## config.mk

```make
export PLATFORM = sky130hd
export DESIGN_NAME = ordered_list_insert_delete
export DESIGN_NICKNAME = d
export VERILOG_FILES = /design/src/rtl/olid_pkg.sv /design/src/rtl/olid_dp.sv /design/src/rtl/olid_ctrl.sv /design/src/rtl/ordered_list_insert_delete.sv
export SDC_FILE = /design/constraint.sdc
export NUM_CORES = 1
export LEC_CHECK = 0
export BUFFER_PORTS_ARGS = -buffer_cell sky130_fd_sc_hd__buf_2
export CELL_PAD_IN_SITES_DETAIL_PLACEMENT = 1
export CELL_PAD_IN_SITES_GLOBAL_PLACEMENT = 2
export CORE_MARGIN = 2
export CORE_UTILIZATION = 30
export CTS_CLUSTER_DIAMETER = 50
export CTS_CLUSTER_SIZE = 8
export DETAILED_ROUTE_END_ITERATION = 6
export PLACE_DENSITY = 0.66
export SYNTH_ARGS = -nofsm -noshare
export SYNTH_HDL_FRONTEND = slang
export SYNTH_SLANG_ARGS = --single-unit
```

## constraint.sdc

```tcl
create_clock -name i_clk -period 6.58 [get_ports i_clk]
set_clock_uncertainty 0.15 [all_clocks]
set_input_delay 0.329 -clock i_clk [delete_from_list [all_inputs] [get_ports i_clk]]
set_output_delay 0.329 -clock i_clk [all_outputs]
set_load 0.02 [all_outputs]
```

## src/rtl/olid_pkg.sv

```systemverilog
package olid_pkg;

    localparam int unsigned CAPACITY_DEF = 16;
    localparam int unsigned MODE_W       = 2;
    localparam int unsigned VALUE_W      = 32;
    localparam int unsigned INDEX_W      = 6;

    localparam logic [MODE_W-1:0] MODE_INS_FRONT = 2'd0;
    localparam logic [MODE_W-1:0] MODE_INS_BACK  = 2'd1;
    localparam logic [MODE_W-1:0] MODE_DELETE    = 2'd2;

    // controller -> datapath, valid for the current cycle only
    typedef struct packed {
        logic ins_front;   // write value before head, grow
        logic ins_back;    // write value after tail, grow
        logic del_front;   // drop the head entry
        logic count_dec;   // shrink after a gap close
        logic shift_wr;    // write read data at wr_log
        logic rd_en;       // read entry at rd_log
        logic emit;        // read goes to the result stage
        logic emit_last;
        logic emit_empty;
        logic emit_drop;
    } t_cmd;

    // datapath -> controller
    typedef struct packed {
        logic rd_busy;     // result stage holds an item not yet moved out
        logic slot_free;   // result stage can take a new item this cycle
    } t_stat;

endpackage

```

## src/rtl/olid_dp.sv

```systemverilog
module olid_dp
    import olid_pkg::*;
#(
    parameter int unsigned CAPACITY = CAPACITY_DEF,
    localparam int unsigned AW = (CAPACITY > 1) ? $clog2(CAPACITY) : 1,
    localparam int unsigned CW = $clog2(CAPACITY + 1)
) (
    input  logic                      i_clk,
    input  logic                      i_rst_n,
    input  t_cmd                      i_cmd,
    input  logic [CW-1:0]             i_rd_log,
    input  logic [CW-1:0]             i_wr_log,
    input  logic signed [VALUE_W-1:0] i_value,
    output t_stat                     o_stat,
    output logic [CW-1:0]             o_count,
    output logic                      o_valid,
    input  logic                      i_ready,
    output logic signed [VALUE_W-1:0] o_item_value,
    output logic                      o_is_last,
    output logic                      o_list_empty,
    output logic                      o_insert_dropped
);

    localparam int unsigned SW = CW + 1;

    // circular storage: logical position p lives at (head + p) mod CAPACITY
    logic [VALUE_W-1:0] r_mem [CAPACITY];

    logic [AW-1:0]      r_head, n_head;
    logic [CW-1:0]      r_count, n_count;
    logic [VALUE_W-1:0] r_rd_q;
    logic               r_rd_pend, n_rd_pend;
    logic               r_rd_last, r_rd_empty, r_rd_drop;
    logic               r_out_valid;
    logic [VALUE_W-1:0] r_out_value;
    logic               r_out_last, r_out_empty, r_out_drop;

    logic               move;
    logic [AW-1:0]      head_m1, head_p1;
    logic               wr_en;
    logic [AW-1:0]      wr_addr;
    logic [VALUE_W-1:0] wr_data;
    logic [AW-1:0]      rd_addr;

    function automatic logic [AW-1:0] f_phys(input logic [AW-1:0] head,
                                             input logic [CW-1:0] pos);
        logic [SW-1:0] s;
        s = SW'(head) + SW'(pos);
        if (s >= SW'(CAPACITY)) begin
            s = s - SW'(CAPACITY);
        end
        return AW'(s);
    endfunction

    assign head_m1 = (r_head == '0) ? AW'(CAPACITY - 1) : r_head - AW'(1);
    assign head_p1 = (r_head == AW'(CAPACITY - 1)) ? '0 : r_head + AW'(1);
    assign rd_addr = f_phys(r_head, i_rd_log);

    assign move      = r_rd_pend && (!r_out_valid || i_ready);
    assign n_rd_pend = i_cmd.emit ? 1'b1 : (move ? 1'b0 : r_rd_pend);

    always_comb begin
        wr_en   = 1'b0;
        wr_addr = '0;
        wr_data = i_value;
        n_head  = r_head;
        n_count = r_count;
        priority if (i_cmd.ins_front) begin
            wr_en   = 1'b1;
            wr_addr = head_m1;
            n_head  = head_m1;
            n_count = r_count + CW'(1);
        end else if (i_cmd.ins_back) begin
            wr_en   = 1'b1;
            wr_addr = f_phys(r_head, r_count);
            n_count = r_count + CW'(1);
        end else begin
            if (i_cmd.shift_wr) begin
                wr_en   = 1'b1;
                wr_addr = f_phys(r_head, i_wr_log);
                wr_data = r_rd_q;
            end
            if (i_cmd.del_front) begin
                n_head  = head_p1;
                n_count = r_count - CW'(1);
            end
            if (i_cmd.count_dec) begin
                n_count = r_count - CW'(1);
            end
        end
    end

    always_ff @(posedge i_clk) begin
        if (wr_en) begin
            r_mem[wr_addr] <= wr_data;
        end
        if (i_cmd.rd_en) begin
            r_rd_q <= r_mem[rd_addr];
        end
    end

    always_ff @(posedge i_clk) begin
        if (!i_rst_n) begin
            r_head      <= '0;
            r_count     <= '0;
            r_rd_pend   <= 1'b0;
            r_out_valid <= 1'b0;
        end else begin
            r_head    <= n_head;
            r_count   <= n_count;
            r_rd_pend <= n_rd_pend;
            if (move) begin
                r_out_valid <= 1'b1;
            end else if (r_out_valid && i_ready) begin
                r_out_valid <= 1'b0;
            end
        end
    end

    always_ff @(posedge i_clk) begin
        if (i_cmd.emit) begin
            r_rd_last  <= i_cmd.emit_last;
            r_rd_empty <= i_cmd.emit_empty;
            r_rd_drop  <= i_cmd.emit_drop;
        end
        if (move) begin
            r_out_value <= r_rd_empty ? '0 : r_rd_q;
            r_out_last  <= r_rd_last;
            r_out_empty <= r_rd_empty;
            r_out_drop  <= r_rd_drop;
        end
    end

    assign o_stat.rd_busy   = r_rd_pend;
    assign o_stat.slot_free = !r_rd_pend || move;
    assign o_count          = r_count;

    assign o_valid          = r_out_valid;
    assign o_item_value     = r_out_value;
    assign o_is_last        = r_out_last;
    assign o_list_empty     = r_out_empty;
    assign o_insert_dropped = r_out_drop;

endmodule

```

## src/rtl/olid_ctrl.sv

```systemverilog
module olid_ctrl
    import olid_pkg::*;
#(
    parameter int unsigned CAPACITY = CAPACITY_DEF,
    localparam int unsigned CW = $clog2(CAPACITY + 1)
) (
    input  logic               i_clk,
    input  logic               i_rst_n,
    input  logic               i_valid,
    output logic               o_ready,
    input  logic [MODE_W-1:0]  i_mode,
    input  logic [INDEX_W-1:0] i_index,
    input  t_stat              i_stat,
    input  logic [CW-1:0]      i_count,
    output t_cmd               o_cmd,
    output logic [CW-1:0]      o_rd_log,
    output logic [CW-1:0]      o_wr_log
);

    localparam int unsigned CMPW = (INDEX_W > CW) ? INDEX_W : CW;

    typedef enum logic [2:0] {
        ST_IDLE = 3'b001,
        ST_DEL  = 3'b010,
        ST_EMIT = 3'b100
    } t_state;

    t_state        r_state, n_state;
    logic [CW-1:0] r_idx, n_idx;
    logic          r_prim, n_prim;   // a gap-close read is in flight
    logic          r_drop, n_drop;

    logic          full;
    logic          in_range;
    logic [CW-1:0] j;
    logic          last;

    assign full     = (i_count == CW'(CAPACITY));
    assign in_range = (CMPW'(i_index) < CMPW'(i_count));
    assign j        = r_prim ? r_idx + CW'(1) : r_idx;
    assign last     = ((r_idx + CW'(1)) == i_count);

    always_comb begin
        n_state  = r_state;
        n_idx    = r_idx;
        n_prim   = r_prim;
        n_drop   = r_drop;
        o_cmd    = '0;
        o_rd_log = '0;
        o_wr_log = '0;
        o_ready  = 1'b0;
        unique case (r_state)
            ST_IDLE: begin
                o_ready = 1'b1;
                if (i_valid) begin
                    n_idx   = '0;
                    n_prim  = 1'b0;
                    n_drop  = 1'b0;
                    n_state = ST_EMIT;
                    if (i_mode == MODE_INS_FRONT || i_mode == MODE_INS_BACK) begin
                        priority if (full) begin
                            n_drop = 1'b1;
                        end else if (i_mode == MODE_INS_FRONT) begin
                            o_cmd.ins_front = 1'b1;
                        end else begin
                            o_cmd.ins_back = 1'b1;
                        end
                    end else if (i_mode == MODE_DELETE && in_range) begin
                        if (i_index == '0) begin
                            o_cmd.del_front = 1'b1;
                        end else begin
                            n_idx   = CW'(i_index);
                            n_state = ST_DEL;
                        end
                    end
                end
            end
            ST_DEL: begin
                // read entry j+1, write it at j in the next cycle; reuses the
                // read register, so start only once the result stage is clear
                if (r_prim || !i_stat.rd_busy) begin
                    o_cmd.shift_wr = r_prim;
                    o_wr_log       = r_idx;
                    if ((j + CW'(1)) < i_count) begin
                        o_cmd.rd_en = 1'b1;
                        o_rd_log    = j + CW'(1);
                        n_prim      = 1'b1;
                        n_idx       = j;
                    end else begin
                        o_cmd.count_dec = 1'b1;
                        n_prim          = 1'b0;
                        n_idx           = '0;
                        n_state         = ST_EMIT;
                    end
                end
            end
            ST_EMIT: begin
                if (i_stat.slot_free) begin
                    o_cmd.emit      = 1'b1;
                    o_cmd.emit_drop = r_drop;
                    if (i_count == '0) begin
                        o_cmd.emit_empty = 1'b1;
                        o_cmd.emit_last  = 1'b1;
                        n_state          = ST_IDLE;
                    end else begin
                        o_cmd.rd_en     = 1'b1;
                        o_rd_log        = r_idx;
                        o_cmd.emit_last = last;
                        n_idx           = r_idx + CW'(1);
                        if (last) begin
                            n_state = ST_IDLE;
                        end
                    end
                end
            end
            default: begin
                n_state = ST_IDLE;
            end
        endcase
    end

    always_ff @(posedge i_clk) begin
        if (!i_rst_n) begin
            r_state <= ST_IDLE;
            r_idx   <= '0;
            r_prim  <= 1'b0;
            r_drop  <= 1'b0;
        end else begin
            r_state <= n_state;
            r_idx   <= n_idx;
            r_prim  <= n_prim;
            r_drop  <= n_drop;
        end
    end

endmodule

```

## src/rtl/ordered_list_insert_delete.sv

```systemverilog
// Bounded ordered list of up to CAPACITY signed 32-bit entries, kept in a
// circular buffer memory so that inserts at either end take no shifting.
// An operation is taken while the block is idle, then the list is streamed out front to
// back, one result per cycle while the consumer keeps ready high, with the
// final result marked (an empty list gives one result flagged empty). Inserts
// and no-ops, and a delete at the front, go straight to the listing; a
// delete at position p > 0 first closes the gap through the memory's single
// read and write port, and waits for the previous operation's last result to
// leave the read register. The next item is taken as soon as the last read of
// the current list has been issued; results of the previous operation may
// still be draining from the output register.
module ordered_list_insert_delete
    import olid_pkg::*;
#(
    parameter int unsigned CAPACITY = CAPACITY_DEF
) (
    input  logic                      i_clk,
    input  logic                      i_rst_n,
    input  logic                      i_valid,
    output logic                      o_ready,
    input  logic [MODE_W-1:0]         i_mode,
    input  logic signed [VALUE_W-1:0] i_value,
    input  logic [INDEX_W-1:0]        i_index,
    output logic                      o_valid,
    input  logic                      i_ready,
    output logic signed [VALUE_W-1:0] o_item_value,
    output logic                      o_is_last,
    output logic                      o_list_empty,
    output logic                      o_insert_dropped
);

    localparam int unsigned CW = $clog2(CAPACITY + 1);

    t_cmd          cmd;
    t_stat         stat;
    logic [CW-1:0] count;
    logic [CW-1:0] rd_log;
    logic [CW-1:0] wr_log;
    logic          accept;

    assign accept = i_valid && o_ready;

    olid_ctrl #(
        .CAPACITY (CAPACITY)
    ) u_ctrl (
        .i_clk    (i_clk),
        .i_rst_n  (i_rst_n),
        .i_valid  (i_valid),
        .o_ready  (o_ready),
        .i_mode   (i_mode),
        .i_index  (i_index),
        .i_stat   (stat),
        .i_count  (count),
        .o_cmd    (cmd),
        .o_rd_log (rd_log),
        .o_wr_log (wr_log)
    );

    olid_dp #(
        .CAPACITY (CAPACITY)
    ) u_dp (
        .i_clk            (i_clk),
        .i_rst_n          (i_rst_n),
        .i_cmd            (cmd),
        .i_rd_log         (rd_log),
        .i_wr_log         (wr_log),
        .i_value          (accept ? i_value : '0),
        .o_stat           (stat),
        .o_count          (count),
        .o_valid          (o_valid),
        .i_ready          (i_ready),
        .o_item_value     (o_item_value),
        .o_is_last        (o_is_last),
        .o_list_empty     (o_list_empty),
        .o_insert_dropped (o_insert_dropped)
    );

endmodule

```

==> impl_results.md, run 1 <==
* Clock group share of total power at 43.5%
* Number of flops mapped to enable cells by yosys at 582
* Compound-cell area share of the yosys netlist at 4.85%
* Async S/R FF share, synth at 0%
* Number of clock buffers inserted by TritonCTS at 92
* Tot GR Track Use at between 10% and 20%
* Routed vias at between 10,000 and 15,000
* Setup CP Type: reg -> reg
* Number of clock sinks seen by CTS at ~600
* Count of distinct cell types in the synthesized netlist at 74
* Share of final-layout standard cells stronger than drive strength 1 at a little over a quarter
* Comb power frac at between 10% and 20%
* Cell Area, Synth at between 0.02 and 0.03 sq mm
* Power per standard cell area at 329 mW/mm^2
* Final period util at 90.0%
* Nature of the critical path startpoint: flop
* Count of inserted antenna diode cells at 0
* Worst-case headroom to the max-slew limit at between 20% and 30%
* Largest net degree at the start of global routing at 49
* Upper clock frequency limit at about 170 MHz
* Count leader, synth: edfxtp_1
* Sum of met3 wire segment lengths after detailed routing at approximately 3.6 mm
* Multiplexer area fraction after synthesis at between 10 and 15%
* Hold Path Cell Cnt at 5
* Via-per-instance ratio at between 5 and 6
* Yosys reg bits at 603
* Worst r2r dst: u_dp.r_rd_q[29]
* Clk buf depth at 3
* CTS tree: built
* Syn_nets at between 1,000 and 1,500
* Reg2reg start: u_ctrl.r_idx[2]
* Worst Hold Path EP: u_ctrl.r_state[1]
* Routability cong. at between 0.7 and 0.8
* Yosys warning count at 0
* Starting utilization of the core area at a little under a third
* Root buffer selected by CTS: clkbuf_16
* Vias in the first global route at approximately 15,000
* Maximum vdd ir drop at between 0.0002 and 0.00025 V
* RSZ-0062 raised after global routing: no
* Area contributors post-synth: edfxtp_1, mux4_2, mux2i_1
* I/O pin cnt at just over 80
* Insertion delay of the later-clocked pin in the worst-skew pair at around 0.64 ns
* Final layout net count at about 1,600
* Number of H-tree branching levels at 3
* Total Routed Length at approximately 67 mm
* Worst path arrival time at 6.19 ns
* Cell type with the highest aggregate area in the netlist: edfxtp_1
* Number of endpoints failing setup at the final stage at 0
* Post-detailed-placement cell area at approximately 0.027 sq mm
* Run status: finished, final reports clean
* Switching Power at between 0.002 and 0.0025 W
* Maxcap violations at 0
* Static power due to leakage at about 10 nW
* Highest routed metal layer: met4
* Core area at 0.0832 sq mm
* Detail Placement HPWL at between 30 and 40 mm
* Number of nets with antenna violations after detailed routing at 0
* Flop pwr share at ~46%
* Final routed DRC violation total at 0
* Hold Fails Final Rpt at 0
* Most used DFF post-synth: edfxtp_1
* Power, Total at approximately 0.0098 W
* Number of DRC markers in iteration 0 at about 1,300
* Die width at about 300 um
* Sequential area share after synthesis at 71.3%
* Die Footprint at about 0.086 sq mm
* Number of max-slew violations in the final report at 0
* Gate count after technology mapping at around 1,400
* Standard-cell row count at ~110
* Final Cell Area at a little under 0.03 sq mm
* Die height at roughly 300 um
* Synthesis-to-layout area growth at 18.7%
* Global-route congestion overflow total at 0
* Mean routed wirelength per cell at approximately 26 um
* Minimum period implied by the final worst setup slack at around 5.9 ns
* Portion of synthesized cell area occupied by the leading cell type at a little over two thirds
* Number of antenna violations at the first check in global routing at 0
* Wl on met1 at between 30 and 40 mm
* Post-synth top cells: edfxtp_1, mux4_2, mux2i_1
* Net Sw Frac at 24.4%
* Top fanout value on the critical path at 37
* Origin of the worst min-delay path: i_index[5]
* Worst-case reg-to-reg path depth at 20
* Simple-gate share of the synthesized area at under 10%
* Kind of path behind the tightest hold check: in -> reg
* Cell-internal power at between 0.007 and 0.008 W
* Pin slew with the least headroom to its limit at ~1.1 ns
* Global-route wire length before repair at between 90 and 100 mm
* Met2 wire length at 31.7 mm
* Worst hold slack across all endpoints at 0.122 ns
* Count of input and output buffers at 80
* Xor-xnor portion of the synthesized cell area at 0.898%
* DR pass1 iterations at 5
* Post-layout util at roughly 36%
* Setup slack of the most critical reg-to-reg path at between 0.6 and 0.7 ns
* Kind of end point of the critical path: flop
* Post-CTS clock slew at the launch and capture registers of the worst setup and hold paths at ~0.05 ns
* Synth Area in Adders at approximately 1.4%
* Largest family of logic cells by synthesized area: multiplexers
* Data required, critical path at roughly 6.9 ns
* Average instance area after synthesis at between 15 and 20 sq um
* Setup tns final at 0 ns
## cells by family after synthesis
kind of cell,after synthesis
DFF,603
and+or+nand+nor,225
muxes,212
AOI/OAI and AO/OA,165
buffers and inverters,96
adders and majority gates,27
xor gates and xnor gates,22
## state kept, by name, indices dropped and copies added (netlist names), 3 cells and up
register	flops
u_dp.r_mem	512
u_dp.o_item_value	32
u_dp.r_rd_q	32
u_ctrl.r_idx	5
u_dp.o_count	5
u_dp.r_head	4
u_ctrl.r_state	3
## timing repair
action                    CTS  global route
gates resized for setup     0             0
hold buffers               10             0
setup buffers               0             0
hold endpoints to repair   14             0
## worst max-delay path, stage by stage (launching register included)
cell and delay, ns:
dfxtp_1 0.59, inv_1 0.15, nor3_1 0.32, nand2_1 0.10, a32o_1 0.29, a22oi_1 0.21, xnor2_1 0.09, ha_1 0.30
o2111ai_1 0.11, a31o_2 0.26, nand2_2 0.16, nor2_1 0.06, o21ai_0 0.15, o31ai_1 0.13, ha_4 0.21, fa_4 1.27
mux4_2 0.34, nor2_1 0.06, o21ai_0 0.21, mux2i_1 0.12, nor4_2 0.42
## placed cells by master, fill, tap and decap left out, types with 10 or more instances in the layout
| master | n |
|---|---|
| a21oi_1 | 29 |
| nand2_1 | 35 |
| a22o_1 | 32 |
| mux2i_1 | 84 |
| ha_1 | 23 |
| dlygate4sd3_1 | 10 |
| nor2_4 | 17 |
| nor2b_1 | 35 |
| nand2b_1 | 11 |
| edfxtp_1 | 582 |
| clkbuf_16 | 92 |
| inv_1 | 22 |
| dfxtp_1 | 21 |
| buf_4 | 36 |
| xnor2_1 | 10 |
| nor2_1 | 51 |
| o21ai_0 | 24 |
| or3_1 | 11 |
| and3_1 | 14 |
| mux4_2 | 128 |
| buf_2 | 80 |
## power groups by stage
stage          Clock (W)  Sequential (W)  Combinational, W
6_report         0.00426         0.00446           0.00108
5_1_grt          0.00452         0.00446           0.00117
4_1_cts          0.00437         0.00445           0.00109
3_5_place_dp           0         0.00453           0.00108
3_3_place_gp           0         0.00452           0.00105
2_1_floorplan          0         0.00450          0.000748
## worst max path at each step
stage | from | end | cells after the start
final | u_ctrl.r_idx[2] | u_dp.r_rd_q[29] | 20
after CTS | u_ctrl.r_idx[2] | u_dp.r_rd_q[29] | 20
after floorplan | u_ctrl.r_idx[0] | u_dp.r_rd_q[10] | 22
after detailed placement | u_ctrl.r_idx[0] | u_dp.r_rd_q[29] | 20
after global routing | u_ctrl.r_idx[0] | u_dp.r_rd_q[0] | 20
after global placement | u_ctrl.r_idx[0] | u_dp.r_rd_q[29] | 20
## area by class of cell
type	instances	area, sq um
clock inverters	20	298
flip-flops and latches	603	17900
fillers	8150	53400
repair buffers	131	871
clock buffers	98	2320
inverters	22	82.6
well taps	1080	1350
multi-input cells	651	6950
## routing by layer
layer | up-vias | GRT usage, %
li1 | 5774 | -
met1 | 7273 | 21.6
met2 | 375 | 25.2
met3 | 103 | 3.28
met4 | 0 | 4.57
met5 | - | 0
## per-stage QoR
stage                     setup slack (ns)  cells
after global placement               0.689   2477
after global routing                 0.268   2605
after detailed placement             0.655   2477
after CTS                            0.657   2605
final                                0.658   2605
after floorplan                       1.45   1350
Power figures use the tool's default switching activity.
==> inputs of run 2 (changes only) <==
- CELL_PAD_IN_SITES_DETAIL_PLACEMENT: 1 -> 0
- CELL_PAD_IN_SITES_GLOBAL_PLACEMENT: 2 -> 1
- PLACE_DENSITY: 0.66 -> 0.61
==> run 2 against run 1 <==
Worst hold slack got worse by 0.058 ns. Sequential share of layout area rose by 0.058 points. Register-to-register slack improved by 0.12 ns. Non-clock buffer count rose by 1. Final area barely moved. Global-route usage fell by 0.96 points. Largest cell class unchanged. Highest routed layer is now met5.
==> impl_results.md, run 2 (same netlist as run 1, synthesis figures left out) <==
* Vias in the first global route at approximately 14,000
* Comb power frac at between 10% and 20%
* Origin of the worst min-delay path: i_valid
* Number of clock buffers inserted by TritonCTS at 91
* CTS tree: built
* Slowest stage cell on the critical path: fa_4
* CP max stage delay at ~1.3 ns
* Post-CTS clock slew at the launch and capture registers of the worst setup and hold paths at ~0.05 ns
* Tot GR Track Use at 14.8%
* Die Footprint at ~0.086 sq mm
* Mean routed wirelength per cell at approximately 24 um
* Top fanout value on the critical path at 40
* Critical Path, Cell by Cell: ha_1, xnor2_1, o31ai_1, a32o_1, a22oi_1, xnor2_1, ha_1, o2111ai_1, a31o_2, nand2_2, nor2_1, o21ai_0, o31ai_1, ha_4, fa_4, buf_4, mux4_2, mux2i_1, mux2i_1
* Count of input and output buffers at 80
* Power per standard cell area at 326 mW/mm^2
* Setup tns final at 0 ns
* Most used cells in the layout excluding fill and tap cells: edfxtp_1, mux4_2, clkbuf_16
* Final routed DRC violation total at 0
* Switching Power at between 0.002 and 0.0025 W
* Number of clock sinks seen by CTS at 603
* I/O pin cnt at 81
* Insertion delay of the later-clocked pin in the worst-skew pair at between 0.6 and 0.7 ns
* Number of max-slew violations in the final report at 0
* Most common cell after layout, fill and taps aside: edfxtp_1
* Maxcap violations at 0
* Static power due to leakage at 9.89 nW
* Synthesis-to-layout area growth at 18.6%
* Count of inserted antenna diode cells at 0
* Core area at about 0.083 sq mm
* Post-detailed-placement cell area at roughly 0.027 sq mm
* Via-per-instance ratio at between 5 and 6
* Routability cong. at ~0.8
* Reg2reg start: u_ctrl.r_idx[0]
* Pin slew with the least headroom to its limit at roughly 1.1 ns
* Worst-case headroom to the max-slew limit at about 24%
* Standard-cell row count at roughly 110
* Number of H-tree branching levels at 3
* DR pass1 iterations at 5
* Starting utilization of the core area at between 30% and 40%
* Number of nets with antenna violations after detailed routing at 0
* Flop pwr share at between 40 and 50%
* Data required, critical path at just under 7 ns
* Global-route congestion overflow total at 0
* Upper clock frequency limit at approximately 170 MHz
* Die width at 293 um
* Net Sw Frac at between 20% and 30%
* Cell-internal power at about 0.0074 W
* Worst setup slack after placement at 0.753 ns
* Final layout net count at around 1,600
* Largest net degree at the start of global routing at 41
* Run status: finished, final reports clean
* Setup CP Type: reg -> reg
* Final period util at approximately nine tenths
* RSZ-0062 raised after global routing: no
* Largest register FFs at a little over 500
* Clk buf depth at 3
* Hold Fails Final Rpt at 0
* Routed vias at approximately 13,000
* Share of final-layout standard cells stronger than drive strength 1 at a little over a quarter
* Detail Placement HPWL at 35.2 mm
* Nature of the critical path startpoint: flop
* Die height at between 200 and 300 um
* Kind of end point of the critical path: flop
* Post-layout util at between 30% and 40%
* Final Cell Area at 0.0297 sq mm
* Minimum period implied by the final worst setup slack at roughly 5.8 ns
* Maximum vdd ir drop at about 0.00018 V
* Post-CTS setup-driven buffer insertion count at 0
* Number of endpoints failing setup at the final stage at 0
* Kind of path behind the tightest hold check: in -> reg
* Worst Setup SP: u_ctrl.r_idx[0]
* Clock group share of total power at 43.2%
* Number of antenna violations at the first check in global routing at 1
* Root buffer selected by CTS: clkbuf_16
* Worst path arrival time at between 6 and 7 ns
* Worst Slack Setup Final at just under 0.8 ns
* Global-route wire length before repair at 92.6 mm
* Total Routed Length at 63.4 mm
* Register containing the most flip-flops in the final layout: u_dp.r_mem
* Number of DRC markers in iteration 0 at approximately 1,100
* Count of filler cells inserted in the layout at 7,700
-- run 2: cell count changes in the layout (fill, tap and decap cells not counted), sizes merged --
| cell | change |
|---|---|
| buf | +1 |
| clkbuf | +2 |
| clkinvlp | +1 |
| inv | -1 |
-- run 2: through the flow --
stage	hold WS, ns	power, W	instances
after detailed placement	0.268	0.00558	2478
after floorplan	0.250	0.00525	1350
after CTS	0.0269	0.00979	2608
after global routing	0.113	0.0100	2608
after global placement	0.253	0.00556	2478
final	0.0634	0.00970	2608
-- run 2: final cells by class --
type	count	area (sq um)	share of cell area (%)
flip-flops and latches	603	17900	60.2
repair buffers	132	903	3.04
well taps	1080	1350	4.54
clock inverters	20	229	0.770
multi-input cells	651	6950	23.4
inverters	22	82.6	0.278
clock buffers	100	2330	7.84
-- run 2: timing repair --
item,in CTS,in global routing
hold buffers,10,0
endpoints found under the hold margin,14,0
resized for setup,0,0
-- run 2: path summary, 6_finish.rpt --
path | end | slack [ns] | cells after the start
max | u_dp.r_rd_q[28] | 0.78 | 19
min | u_ctrl.r_prim | 0.06 | 4
max reg2reg | u_dp.r_rd_q[28] | 0.78 | 19
min reg2reg | u_dp.o_insert_dropped | 0.28 | 0
-- run 2: critical path: cells and delay by family (launching register included) --
family	cells	cell delay, ns
adder cells (fa/ha/maj)	4	2.20
AND/OR/NAND/NOR	2	0.20
XOR/XNOR	2	0.28
flip-flops	1	0.50
multiplexers	3	0.60
buffers and inverters	1	0.38
AO/OA/AOI/OAI	7	1.20
-- run 2: layer usage --
metal	up-vias	track usage [%]	part of all wire [%]
met5	-	0	0.019
met4	2	4.27	2.4
met1	7047	20.0	45
met3	108	3.07	5.1
li1	5793	-	-
met2	383	24.1	48
-- run 2: power groups by stage --
stage          clock network [W]  logic, W  registers (W)
2_1_floorplan                  0  0.000748        0.00450
3_3_place_gp                   0   0.00103        0.00453
3_5_place_dp                   0   0.00105        0.00453
4_1_cts                  0.00427   0.00106        0.00446
5_1_grt                  0.00443   0.00114        0.00447
6_report                 0.00419   0.00104        0.00446
